### config.mk
export PLATFORM = sky130hd
export DESIGN_NAME = next_fit_bitmap_slot_allocator_flat
export DESIGN_NICKNAME = d
export VERILOG_FILES = /design/src/sv/nfba_pkg.sv /design/src/sv/nfba_if.sv /design/src/sv/next_fit_bitmap_slot_allocator.sv /design/src/flat_wrapper.sv
export SDC_FILE = /design/constraint.sdc
export NUM_CORES = 1
export LEC_CHECK = 0
export BUFFER_PORTS_ARGS = -buffer_cell sky130_fd_sc_hd__buf_2
export CAP_MARGIN = 20
export CORE_ASPECT_RATIO = 0.5
export CORE_MARGIN = 2
export CORE_UTILIZATION = 40
export DETAILED_ROUTE_END_ITERATION = 7
export PLACE_DENSITY = 0.6
export REMOVE_ABC_BUFFERS = 1
export SKIP_LAST_GASP = 1
export SYNTH_ARGS = -nofsm -noshare
export SYNTH_HDL_FRONTEND = slang
export SYNTH_SLANG_ARGS = --single-unit
### constraint.sdc
create_clock -name clk -period 7.2 [get_ports clk]
set_input_delay 0.72 -clock clk [delete_from_list [all_inputs] [get_ports clk]]
set_output_delay 0.72 -clock clk [all_outputs]
set_load 0.005 [all_outputs]
### src/sv/nfba_pkg.sv
// Shared types and constants for the next-fit bitmap slot allocator.
package nfba_pkg;

  localparam int WORD_W     = 32;
  localparam int OFF_W      = 5;
  localparam int ACTION_W   = 1;
  localparam int REQ_SLOT_W = 11;
  localparam int GIVEN_W    = 10;
  localparam int STATUS_W   = 2;
  localparam int USED_W     = 11;

  typedef enum logic [ACTION_W-1:0] {
    ACT_ALLOC = 1'b0,
    ACT_FREE  = 1'b1
  } action_t;

  typedef enum logic [STATUS_W-1:0] {
    STAT_OK     = 2'd0,
    STAT_FULL   = 2'd1,
    STAT_RANGE  = 2'd2,
    STAT_DOUBLE = 2'd3
  } status_t;

  typedef enum logic [1:0] {
    ST_CLEAR,
    ST_IDLE,
    ST_SCAN,
    ST_RESP
  } state_t;

endpackage

### src/sv/nfba_if.sv
// Valid/ready channel interfaces for the request and result words.
interface nfba_req_if;
  logic                             valid;
  logic                             ready;
  logic [nfba_pkg::ACTION_W-1:0]    action;
  logic [nfba_pkg::REQ_SLOT_W-1:0]  slot_to_free;

  modport source (output valid, action, slot_to_free, input ready);
  modport sink   (input valid, action, slot_to_free, output ready);
endinterface

interface nfba_res_if;
  logic                           valid;
  logic                           ready;
  logic [nfba_pkg::GIVEN_W-1:0]   given_slot;
  logic [nfba_pkg::STATUS_W-1:0]  status;
  logic [nfba_pkg::USED_W-1:0]    used_count;

  modport source (output valid, given_slot, status, used_count, input ready);
  modport sink   (input valid, given_slot, status, used_count, output ready);
endinterface

### src/sv/next_fit_bitmap_slot_allocator.sv
// Next-fit bitmap slot allocator: top level with word-wide occupancy memory.
//
// Usage: each request word on req carries an action (allocate or free) and,
// for a free, the slot index. Exactly one result word leaves on res for each
// request: the granted slot, a status code and the used-slot count after the
// request. Both channels move a word when valid and ready are high together.
//
// The occupancy map lives in a memory of 32-bit words, one bit per slot, with
// a registered read port. An allocate reads words circularly from the word of
// the search hint, one word per cycle, and picks the lowest free bit; it reads
// from 1 to ceil(SLOT_COUNT/32) + 1 words, and no new request is taken until
// its result has gone to the output register. A pool-full allocate is settled
// from the count without a scan. A free reads the word, checks the bit and
// writes it back; a range error is settled without a memory read.
//
// Reset (rst, synchronous) clears the count and hint, then runs a clearing
// pass that writes zero to every map word; req stays low on ready during the
// pass. A finished result sits in an output register: while res is stalled,
// the block still accepts the next request and works on it, holding its
// result until the output register is free.
module next_fit_bitmap_slot_allocator #(
  parameter int SLOT_COUNT = 1024
) (
  input  logic       clk,
  input  logic       rst,
  nfba_req_if.sink   req,
  nfba_res_if.source res
);

  localparam int WORDS     = (SLOT_COUNT + nfba_pkg::WORD_W - 1) / nfba_pkg::WORD_W;
  localparam int WA_W      = (WORDS > 1) ? $clog2(WORDS) : 1;
  localparam int SLOT_W    = $clog2(SLOT_COUNT);
  localparam int CNT_W     = $clog2(SLOT_COUNT + 1);
  localparam int TAIL_BITS = SLOT_COUNT - (WORDS - 1) * nfba_pkg::WORD_W;
  localparam logic [nfba_pkg::WORD_W-1:0] TAIL_MASK =
    nfba_pkg::WORD_W'((64'd1 << TAIL_BITS) - 64'd1);
  localparam logic [WA_W-1:0]  LAST_WORD = WA_W'(WORDS - 1);
  localparam logic [CNT_W-1:0] FULL_CNT  = CNT_W'(SLOT_COUNT);

  // Occupancy memory
  logic [nfba_pkg::WORD_W-1:0] mem [WORDS];
  logic [nfba_pkg::WORD_W-1:0] rd_data;
  logic                        rd_en;
  logic [WA_W-1:0]             rd_addr;
  logic                        wr_en;
  logic [WA_W-1:0]             wr_addr;
  logic [nfba_pkg::WORD_W-1:0] wr_data;

  always_ff @(posedge clk) begin
    if (wr_en) begin
      mem[wr_addr] <= wr_data;
    end
    if (rd_en) begin
      rd_data <= mem[rd_addr];
    end
  end

  // Control and bookkeeping registers
  nfba_pkg::state_t  state, state_next;
  nfba_pkg::action_t act;
  logic [nfba_pkg::REQ_SLOT_W-1:0] slot_reg;
  logic [WA_W-1:0]   cur_word;
  logic              first;
  logic [SLOT_W-1:0] hint;
  logic [CNT_W-1:0]  count;
  logic [SLOT_W-1:0] res_slot;
  nfba_pkg::status_t res_status;
  logic [WA_W-1:0]   clr_addr;
  logic              out_valid;
  logic [nfba_pkg::GIVEN_W-1:0]  out_given;
  nfba_pkg::status_t             out_status;
  logic [nfba_pkg::USED_W-1:0]   out_used;

  // Scan datapath
  logic        req_fire;
  logic        in_range;
  logic [31:0] hint32;
  logic [WA_W-1:0] hint_word;
  logic [nfba_pkg::OFF_W-1:0] hint_off;
  logic [nfba_pkg::WORD_W-1:0] occ;
  logic [nfba_pkg::WORD_W-1:0] free_bits;
  logic        any_free;
  logic [nfba_pkg::OFF_W-1:0] found_bit;
  logic [WA_W-1:0] next_word;
  logic [31:0] pos32;
  logic [31:0] pos_inc;
  logic [nfba_pkg::OFF_W-1:0] free_bit;
  logic        free_ok;
  logic        out_free;

  assign req_fire  = req.valid && req.ready;
  assign in_range  = 32'(req.slot_to_free) < 32'(SLOT_COUNT);
  assign hint32    = 32'(hint);
  assign hint_word = WA_W'(hint32 >> nfba_pkg::OFF_W);
  assign hint_off  = hint32[nfba_pkg::OFF_W-1:0];
  assign out_free  = !out_valid || res.ready;

  // Treat tail bits past the last slot as taken, and on the first visit of
  // the hint word also the bits below the hint.
  always_comb begin
    occ = rd_data;
    if (cur_word == LAST_WORD) begin
      occ = occ | ~TAIL_MASK;
    end
    if (first) begin
      occ = occ | ((nfba_pkg::WORD_W'(1) << hint_off) - nfba_pkg::WORD_W'(1));
    end
  end

  assign free_bits = ~occ;
  assign any_free  = |free_bits;

  always_comb begin
    found_bit = '0;
    for (int i = nfba_pkg::WORD_W - 1; i >= 0; i--) begin
      if (free_bits[i]) begin
        found_bit = nfba_pkg::OFF_W'(i);
      end
    end
  end

  assign next_word = (cur_word == LAST_WORD) ? '0 : cur_word + WA_W'(1);
  assign pos32     = (32'(cur_word) << nfba_pkg::OFF_W) | 32'(found_bit);
  assign pos_inc   = (pos32 + 32'd1 >= 32'(SLOT_COUNT)) ? 32'd0 : pos32 + 32'd1;
  assign free_bit  = slot_reg[nfba_pkg::OFF_W-1:0];
  assign free_ok   = rd_data[free_bit];

  // Next state and memory port control
  always_comb begin
    state_next = state;
    req.ready  = 1'b0;
    rd_en      = 1'b0;
    rd_addr    = '0;
    wr_en      = 1'b0;
    wr_addr    = cur_word;
    wr_data    = rd_data;
    unique case (state)
      nfba_pkg::ST_CLEAR: begin
        wr_en   = 1'b1;
        wr_addr = clr_addr;
        wr_data = '0;
        if (clr_addr == LAST_WORD) begin
          state_next = nfba_pkg::ST_IDLE;
        end
      end
      nfba_pkg::ST_IDLE: begin
        req.ready = 1'b1;
        if (req_fire) begin
          if (nfba_pkg::action_t'(req.action) == nfba_pkg::ACT_ALLOC) begin
            if (count == FULL_CNT) begin
              state_next = nfba_pkg::ST_RESP;
            end else begin
              rd_en      = 1'b1;
              rd_addr    = hint_word;
              state_next = nfba_pkg::ST_SCAN;
            end
          end else begin
            if (!in_range) begin
              state_next = nfba_pkg::ST_RESP;
            end else begin
              rd_en      = 1'b1;
              rd_addr    = WA_W'(32'(req.slot_to_free) >> nfba_pkg::OFF_W);
              state_next = nfba_pkg::ST_SCAN;
            end
          end
        end
      end
      nfba_pkg::ST_SCAN: begin
        if (act == nfba_pkg::ACT_ALLOC) begin
          if (any_free) begin
            wr_en      = 1'b1;
            wr_data    = rd_data | (nfba_pkg::WORD_W'(1) << found_bit);
            state_next = nfba_pkg::ST_RESP;
          end else begin
            rd_en   = 1'b1;
            rd_addr = next_word;
          end
        end else begin
          if (free_ok) begin
            wr_en   = 1'b1;
            wr_data = rd_data & ~(nfba_pkg::WORD_W'(1) << free_bit);
          end
          state_next = nfba_pkg::ST_RESP;
        end
      end
      nfba_pkg::ST_RESP: begin
        if (out_free) begin
          state_next = nfba_pkg::ST_IDLE;
        end
      end
      default: state_next = nfba_pkg::ST_CLEAR;
    endcase
  end

  always_ff @(posedge clk) begin
    if (rst) begin
      state <= nfba_pkg::ST_CLEAR;
    end else begin
      state <= state_next;
    end
  end

  // Bookkeeping: count, hint and clear pointer
  always_ff @(posedge clk) begin
    if (rst) begin
      count    <= '0;
      hint     <= '0;
      clr_addr <= '0;
    end else begin
      unique case (state)
        nfba_pkg::ST_CLEAR: begin
          clr_addr <= clr_addr + WA_W'(1);
        end
        nfba_pkg::ST_SCAN: begin
          if (act == nfba_pkg::ACT_ALLOC) begin
            if (any_free) begin
              count <= count + CNT_W'(1);
              hint  <= SLOT_W'(pos_inc);
            end
          end else if (free_ok) begin
            count <= count - CNT_W'(1);
            if (32'(slot_reg) < hint32) begin
              hint <= SLOT_W'(32'(slot_reg));
            end
          end
        end
        default: begin
        end
      endcase
    end
  end

  // Request latch and scan cursor (payload, no reset)
  always_ff @(posedge clk) begin
    if (state == nfba_pkg::ST_IDLE && req_fire) begin
      act      <= nfba_pkg::action_t'(req.action);
      slot_reg <= req.slot_to_free;
      cur_word <= rd_addr;
      first    <= 1'b1;
      res_slot <= '0;
      if (nfba_pkg::action_t'(req.action) == nfba_pkg::ACT_ALLOC) begin
        res_status <= nfba_pkg::STAT_FULL;
      end else if (!in_range) begin
        res_status <= nfba_pkg::STAT_RANGE;
      end else begin
        res_status <= nfba_pkg::STAT_DOUBLE;
      end
    end else if (state == nfba_pkg::ST_SCAN) begin
      if (act == nfba_pkg::ACT_ALLOC) begin
        if (any_free) begin
          res_slot   <= SLOT_W'(pos32);
          res_status <= nfba_pkg::STAT_OK;
        end else begin
          cur_word <= next_word;
          first    <= 1'b0;
        end
      end else if (free_ok) begin
        res_status <= nfba_pkg::STAT_OK;
      end
    end
  end

  // Output register: load when free, drop valid once taken
  always_ff @(posedge clk) begin
    if (rst) begin
      out_valid <= 1'b0;
    end else if (state == nfba_pkg::ST_RESP && out_free) begin
      out_valid <= 1'b1;
    end else if (res.ready) begin
      out_valid <= 1'b0;
    end
  end

  always_ff @(posedge clk) begin
    if (state == nfba_pkg::ST_RESP && out_free) begin
      out_given  <= nfba_pkg::GIVEN_W'(32'(res_slot));
      out_status <= res_status;
      out_used   <= nfba_pkg::USED_W'(32'(count));
    end
  end

  assign res.valid      = out_valid;
  assign res.given_slot = out_given;
  assign res.status     = out_status;
  assign res.used_count = out_used;

endmodule

### src/flat_wrapper.sv
// flat-port wrapper written by rule: the top's interface ports become plain ports
module next_fit_bitmap_slot_allocator_flat 
#(
  parameter int SLOT_COUNT = 1024
)
  (clk, rst, req_valid, req_action, req_slot_to_free, req_ready, res_valid, res_given_slot, res_status, res_used_count, res_ready);
  nfba_req_if req_i ();
  nfba_res_if res_i ();
  input  logic clk;
  input  logic rst;
  input wire logic [$bits(req_i.valid)-1:0] req_valid;
  input wire logic [$bits(req_i.action)-1:0] req_action;
  input wire logic [$bits(req_i.slot_to_free)-1:0] req_slot_to_free;
  output wire logic [$bits(req_i.ready)-1:0] req_ready;
  output wire logic [$bits(res_i.valid)-1:0] res_valid;
  output wire logic [$bits(res_i.given_slot)-1:0] res_given_slot;
  output wire logic [$bits(res_i.status)-1:0] res_status;
  output wire logic [$bits(res_i.used_count)-1:0] res_used_count;
  input wire logic [$bits(res_i.ready)-1:0] res_ready;
  assign req_i.valid = req_valid;
  assign req_i.action = req_action;
  assign req_i.slot_to_free = req_slot_to_free;
  assign req_ready = req_i.ready;
  assign res_valid = res_i.valid;
  assign res_given_slot = res_i.given_slot;
  assign res_status = res_i.status;
  assign res_used_count = res_i.used_count;
  assign res_i.ready = res_ready;
  next_fit_bitmap_slot_allocator #(.SLOT_COUNT(SLOT_COUNT)) u_core (.clk(clk), .rst(rst), .req(req_i), .res(res_i));
endmodule
Word-level counts from Yosys, hierarchy flattened. Memory sizes are Yosys's and may differ from the RTL's. A register that Yosys moved wholly into a read port is not among the register bits. Cells that the tools add are included.

$add $sub $neg: 6. Magnitude comparators: 4. Eq/ne operators: 15. Shifts and indexed selects: 3. Mux-type cells: 92. Bitwise logic cells: 8. Reductions and logical operators: 18.

Operators by type and width (number): 5-bit two-way mux (44); 32-bit two-way mux (4); 1-bit by 5-bit << shifter with 32-bit output, first input constant (3); 32-bit NOT (2); 32-bit bitwise OR (2); 32-bit case mux with 2 select lines (1); 10-bit two-way mux (5); 11-bit two-way mux (3); 32-bit bitwise AND (1); 32-bit by 11-bit greater-or-equal comparator with 1-bit output, second input constant (1); 32-bit OR reduction (1); 32-bit by 1-bit subtractor with 32-bit output, second input constant (1); 2-bit two-way mux (12); 1-bit two-way mux (18); 3-bit AND reduction (5); 10-bit by 1-bit adder with 11-bit output, second input constant (1); 11-bit by 1-bit adder with 11-bit output, second input constant (1); 11-bit equality test, second input constant (1); 11-bit by 10-bit less-than comparator with 1-bit output (1); 11-bit less-than comparator, second input constant (1); 11-bit by 1-bit subtractor with 11-bit output, second input constant (1); 5-bit by 1-bit adder with 5-bit output, second input constant (2); 5-bit equality test, second input constant (2); 10-bit by 5-bit bitwise OR with 10-bit output (1); other kinds (19) (32).

Register bits after elaboration: 82. Bits in writable memories: 1024. Output and inout port bits: 25. Logic and storage cells: 161. Memories kept: 1.

Memories: u_core.mem (depth 32, bits a word 32, rd ports 1, clocked after Yosys merged registers in 1, wr ports 1, line next_fit_bitmap_slot_allocator.sv:41) `logic [nfba_pkg::WORD_W-1:0] mem [WORDS];`.

Logic depth before layout (Yosys ltp).
Word-level depth: 43. Mapped depth: 22.

Least setup slack after synthesis. No wires, ideal clock.

Path type: register to register. Start: register u_core.hint[2]. End: memory u_core.mem[0][9] (netlist name), data pin. Setup time: 0.454 ns. Arrival time: 5.091 ns. Required time: 6.746 ns. Slack: 1.655 ns. Cell stages (with the launch flop): 18. Buffers on the path: 4. Clock period less this slack: 5.545 ns. Cells stage by stage: dfxtp_1 -> buf_2 -> buf_4 -> nor4_1 -> nand2_1 -> ha_1 -> clkbuf_1 -> or4_1 -> a211o_1 -> nand3_1 -> a21oi_1 -> nor4b_1 -> o311ai_0 -> o311ai_1 -> ha_1 -> clkbuf_2 -> inv_1 -> o21ai_0.

Cells in the longest elaborated chain, start to end: 42. Elaborated cells on any way between the ends: 43.

Ends and longest elaborated chain: start: declaration (line next_fit_bitmap_slot_allocator.sv:64) `logic [SLOT_W-1:0] hint;`; start signal: assignment (line next_fit_bitmap_slot_allocator.sv:218) `hint <= SLOT_W'(pos_inc);`; start signal: assignment (line next_fit_bitmap_slot_allocator.sv:223) `hint <= SLOT_W'(32'(slot_reg));`; 1-bit by 5-bit << shifter with 32-bit output (*) (line next_fit_bitmap_slot_allocator.sv:106) `occ = occ | ((nfba_pkg::WORD_W'(1) << hint_off) - nfba_pkg::WORD_W'(1));`; 32-bit by 1-bit subtractor with 32-bit output (*) (line next_fit_bitmap_slot_allocator.sv:106); 32-bit bitwise OR (*) (line next_fit_bitmap_slot_allocator.sv:106); 32-bit two-way mux (*) (line next_fit_bitmap_slot_allocator.sv:105) `if (first) begin`; 32-bit NOT (*) (line next_fit_bitmap_slot_allocator.sv:110) `assign free_bits = ~occ;`; 5-bit two-way mux (31 in series) (line next_fit_bitmap_slot_allocator.sv:116) `if (free_bits[i]) begin`; 5-bit two-way mux (*) (line next_fit_bitmap_slot_allocator.sv:116); via u_core.found_bit, one bit (line next_fit_bitmap_slot_allocator.sv:83) `logic [nfba_pkg::OFF_W-1:0] found_bit;`; 1-bit by 5-bit << shifter with 32-bit output (*) (line next_fit_bitmap_slot_allocator.sv:172) `wr_data = rd_data | (nfba_pkg::WORD_W'(1) << found_bit);`; 32-bit bitwise OR (*) (line next_fit_bitmap_slot_allocator.sv:172); 32-bit two-way mux (*) (line next_fit_bitmap_slot_allocator.sv:170) `if (any_free) begin`; 32-bit two-way mux (*) (line next_fit_bitmap_slot_allocator.sv:169) `if (act == nfba_pkg::ACT_ALLOC) begin`; 32-bit case mux with 2 select lines (*) (line next_fit_bitmap_slot_allocator.sv:137) `unique case (state)`; via u_core.wr_data, one bit (line next_fit_bitmap_slot_allocator.sv:47) `logic [nfba_pkg::WORD_W-1:0] wr_data;`; end: declaration (line next_fit_bitmap_slot_allocator.sv:41).

The timed path passes the listed nets; every way through them passes the cells marked *.

Worst setup path after layout.
Start: register u_core.hint[3]. End: register u_core.rd_data[4] (netlist name) (read register of u_core.mem), data pin.

Cells in the longest elaborated chain, start to end: 9. Elaborated cells on any way between the ends: 12.

Ends and longest elaborated chain: 1-bit by 5-bit << shifter with 32-bit output (*) (line next_fit_bitmap_slot_allocator.sv:106); 32-bit by 1-bit subtractor with 32-bit output (*) (line next_fit_bitmap_slot_allocator.sv:106); 32-bit bitwise OR (*) (line next_fit_bitmap_slot_allocator.sv:106); 32-bit two-way mux (*) (line next_fit_bitmap_slot_allocator.sv:105); 32-bit NOT (*) (line next_fit_bitmap_slot_allocator.sv:110); 32-bit OR reduction (*) (line next_fit_bitmap_slot_allocator.sv:111) `assign any_free = |free_bits;`; 5-bit two-way mux or 1-bit two-way mux (tied branches) (line next_fit_bitmap_slot_allocator.sv:170); 5-bit two-way mux or 1-bit two-way mux (tied branches) (line next_fit_bitmap_slot_allocator.sv:169); 5-bit case mux with 2 select lines or 1-bit case mux with 2 select lines (tied branches) (line next_fit_bitmap_slot_allocator.sv:137); end: declaration (line next_fit_bitmap_slot_allocator.sv:42) `logic [nfba_pkg::WORD_W-1:0] rd_data;`.

Every way passes the cells marked *; elsewhere a longest branch is shown, timed or not. A chain may end at the register's enable or synchronous reset.

==> summary.md <==
| Metric | Value |
|---|---|
| Run status | finished with violations |
| Failing checks | max-slew violations |
| Xor/xnor cell area share of the yosys netlist | 0.282% |
| Post-route fraction of the period consumed by the critical path | 88.1% |
| Post-Synthesis Mean Instance Area | 14.4 um^2 |
| Highest fanout seen on the critical path | 191 |
| Total number of H-tree levels | 3 |
| Ordered cell list for the critical path | nor2_1, nand2_1, ha_1, inv_1, a21oi_1, o31ai_1, or4_1, nor4_4, buf_4, a21oi_4, buf_12, o221ai_1, o21ai_0, o22ai_1, nor4_1 |
| Post-Synth Simple-Gate Area | 7.42% |
| Routability congestion estimate from global placement | 0.901 |
| Mean number of vias per cell | 6.32 |
| Critical Setup Path Class | reg2reg |
| Most instantiated library cell after synthesis | sky130_fd_sc_hd__edfxtp_1 |
| Clock period minus final worst setup slack | 6340 ps |
| Yosys warns | 0 |
| Remaining design rule violation count | 0 |
| Post-synth cell types | 89 |
| IO Port Bufs | 40 |
| Floorplan die height | 245 um |
| Most common flop cell mapped by yosys | sky130_fd_sc_hd__edfxtp_1 |
| CP bufs+invs | 3 |
| Sum of overflow across all layers after global routing | 0 |
| Worst hold path type | in2reg |
| Endpoints failing hold | 0 |
| Placed wire-length estimate after detailed placement | 86900 um |
| Clock skew | 56.8 ps |
| Count of flip-flops with a built-in enable after synthesis | 1098 |
| Clock tree root buffer cell | sky130_fd_sc_hd__clkbuf_16 |
| Fillers | 9973 |
| Main combinational cell family by area after synthesis | compound AO/OA/AOI/OAI gates |
| Top cell family by delay on the critical path | compound AO/OA/AOI/OAI gates |
| CTS tree | done |
| Dpl cell area | 49400 um^2 |
| Average wire per cell in the routed design | 29.5 um |
| Total via count in the routed design | 31000 |
| Worst slew slack as a fraction of its limit | -18.9% |
| # Post-CTS Setup Buffers | 0 |
| Area leader, netlist | sky130_fd_sc_hd__edfxtp_1 |
| Layout cells sized above 1 | 14.1% |
| Post-synthesis sequential area ratio | 72.4% |
| Pleak | 16.6 nW |
| Slew of the pin with the lowest slew margin | 1780 ps |
| Kind of capture point of the worst setup path | flop |
| Net count, final | 3343 |
| Top cells by area, synth | sky130_fd_sc_hd__edfxtp_1 (71%), sky130_fd_sc_hd__o22ai_1 (3.0%), sky130_fd_sc_hd__nand2_1 (2.6%) |
| Global routing usage summed across all routing layers | 24.0% |
| Fraction of post-synthesis cell area in the top cell type by area | 70.7% |
| Pins over their slew limit | 96 |
| Highest achievable clock rate | 158 MHz |
| Syn-to-layout area delta | 13.6% |
| Hold bufs inserted after CTS | 0 |
| Standard-cell rows | 88 |
| Area of the mapped netlist | 46600 um^2 |
| Sink Count | 1138 |
| Number of resized instances in the post-cts repair step | 0 |
| Adder-Cell Fraction of Synth Area | 0.902% |
| Number of register bits inferred by synthesis | 1138 |
| Number of buffers on the longest clock path | 3 |
| Commonest cells in the synthesized netlist | sky130_fd_sc_hd__edfxtp_1 (1098), sky130_fd_sc_hd__nand2_1 (327), sky130_fd_sc_hd__o22ai_1 (222) |
| Multi-input logic area | 12100 um^2 |
| Die area | 119000 um^2 |
| TritonRoute pass-1 iters | 6 |
| Instance count of the mapped netlist | 3242 |
| Final ANT Viol Nets | 0 |
| Number of global-route vias before repair | 29200 |
| Number of instances in the placed design | 4716 |
| Number of primary I/O pins | 41 |
| Data arrival time at the worst-slack endpoint | 6790 ps |
| Number of antenna violations at the first check in global routing | 4 |
| Iteration-0 DRC count of the detailed router | 4551 |
| Critical Path Slowest Stage Cell | sky130_fd_sc_hd__ha_1 |
| Max cap viols | 0 |
| Later-pin clock latency in the skew report | 720 ps |
| Floorplan Core Area | 116000 um^2 |
| Final instance area | 53000 um^2 |
| Register containing the most flip-flops in the final layout | u_core.mem |
| PwrDens | 259 nW/um^2 |
| Total Wirelength | 145000 um |
| FF/Latch Area | 33800 um^2 |
| Global-route wire length before repair | 208000 um |
| Largest registers in the final layout | u_core.mem x1024, u_core.rd_data x32 |
| Highest cell delay on the worst timing path | 750 ps |
| Clock transition at the registers of the reported paths | 70 ps |
| RSZ-0062 raised after global routing | false |
| Multiplexer fraction of the synthesized cell area | 1.79% |
| Initial cell density of the core | 40.4% |
| Kind of start point of the critical path | flop |
| Width of the die | 487 um |
| Number of flip-flops under the largest register name | 1024 |
| Final cell count without fillers | 4913 |
| Endpoint required time on the critical path | 7650 ps |
| Post-synthesis async set-or-reset flop share | 0% |
| Maximum vdd ir drop | 0.193 mV |
| TritonCTS buffer count | 104 |
| Setup violations, final | 0 |
| Complex-gate fraction of the synthesized area | 14.6% |
| Largest net degree at the start of global routing | 192 |
## layout make-up
type                       count  share of cell area (%)
sequential                  1138                    63.8
clock inverter                71                    1.50
tap                         1530                    3.61
clock buffer                 122                    5.14
timing repair buffer         183                    2.87
inverter                      37                   0.262
multi-input combinational   1830                    22.8
antenna                        2                 0.00945
## report_power, final
group / leakage, nW / internal (mW) / switching, mW / total (mW)
Clock: 1.70 / 3.22 / 2.47 / 5.70
Combinational: 5.31 / 0.140 / 0.374 / 0.514
Sequential: 9.60 / 7.44 / 0.0586 / 7.50
## worst reg2reg max path, cell delays in order (launching register included)
cell	delay, ps
sky130_fd_sc_hd__dfxtp_1	630
sky130_fd_sc_hd__nor2_1	180
sky130_fd_sc_hd__nand2_1	110
sky130_fd_sc_hd__ha_1	750
sky130_fd_sc_hd__inv_1	300
sky130_fd_sc_hd__a21oi_1	420
sky130_fd_sc_hd__o31ai_1	240
sky130_fd_sc_hd__or4_1	700
sky130_fd_sc_hd__nor4_4	310
sky130_fd_sc_hd__buf_4	270
sky130_fd_sc_hd__a21oi_4	110
sky130_fd_sc_hd__buf_12	230
sky130_fd_sc_hd__o221ai_1	1280
sky130_fd_sc_hd__o21ai_0	190
sky130_fd_sc_hd__o22ai_1	280
sky130_fd_sc_hd__nor4_1	110
## cell usage in the layout (no fill, tap or decap), types with 35 or more instances in the layout
cell type,synthesis,layout
sky130_fd_sc_hd__a211oi_1,74,74
sky130_fd_sc_hd__a21oi_1,102,95
sky130_fd_sc_hd__a31oi_1,107,103
sky130_fd_sc_hd__and3_1,67,67
sky130_fd_sc_hd__buf_2,53,40
sky130_fd_sc_hd__buf_4,15,124
sky130_fd_sc_hd__clkbuf_16,0,106
sky130_fd_sc_hd__dfxtp_1,40,40
sky130_fd_sc_hd__edfxtp_1,1098,1098
sky130_fd_sc_hd__inv_1,37,37
sky130_fd_sc_hd__nand2_1,327,323
sky130_fd_sc_hd__nand3_1,58,57
sky130_fd_sc_hd__nor2_1,132,97
sky130_fd_sc_hd__o21ai_0,118,116
sky130_fd_sc_hd__o21ai_1,35,35
sky130_fd_sc_hd__o221ai_1,98,98
sky130_fd_sc_hd__o22ai_1,222,222
## final timing paths
| kind | from | slack [ps] | cells past startpoint | end |
|---|---|---|---|---|
| hold / removal | req_slot_to_free[9] | 240 | 1 | u_core.slot_reg[9] |
| hold reg to reg | u_core.res_status[1] | 430 | 0 | u_core.res.status[1] |
| setup / recovery | u_core.hint[3] | 860 | 15 | u_core.rd_data[4] |
| setup reg to reg | u_core.hint[3] | 860 | 15 | u_core.rd_data[4] |
## per-layer routing
metal	part of all wire (%)	wire length, um	vias to the layer above	global-route usage [%]
met1	43	62200	15900	36.5
met4	2.3	3270	2	5.38
met3	11	16600	202	4.62
met2	43	63000	1805	35.4
met5	0.012	18	-	0
li1	-	-	13100	-
## per-stage QoR
step | power [mW] | setup slack (ps) | util [%] | TNS [ps] | hold WS, ps
2_1_floorplan | 7.89 | -7820 | - | -243770 | 400
3_3_place_gp | 8.12 | 1200 | 42.8 | 0 | 413
3_5_place_dp | 8.14 | 1080 | 42.8 | 0 | 412
4_1_cts | 13.7 | 1080 | 45.8 | 0 | 200
5_1_grt | 14.1 | 595 | 45.9 | 0 | 204
6_report | 13.7 | 858 | 45.9 | 0 | 241
## logic make-up after synthesis
family | Yosys count
flip-flops | 1138
AO/OA/AOI/OAI | 986
AND/OR/NAND/NOR | 727
buffers and inverters | 274
multiplexers | 69
adder cells (fa/ha/maj) | 33
XOR/XNOR | 15
Power figures use the tool's default switching activity.
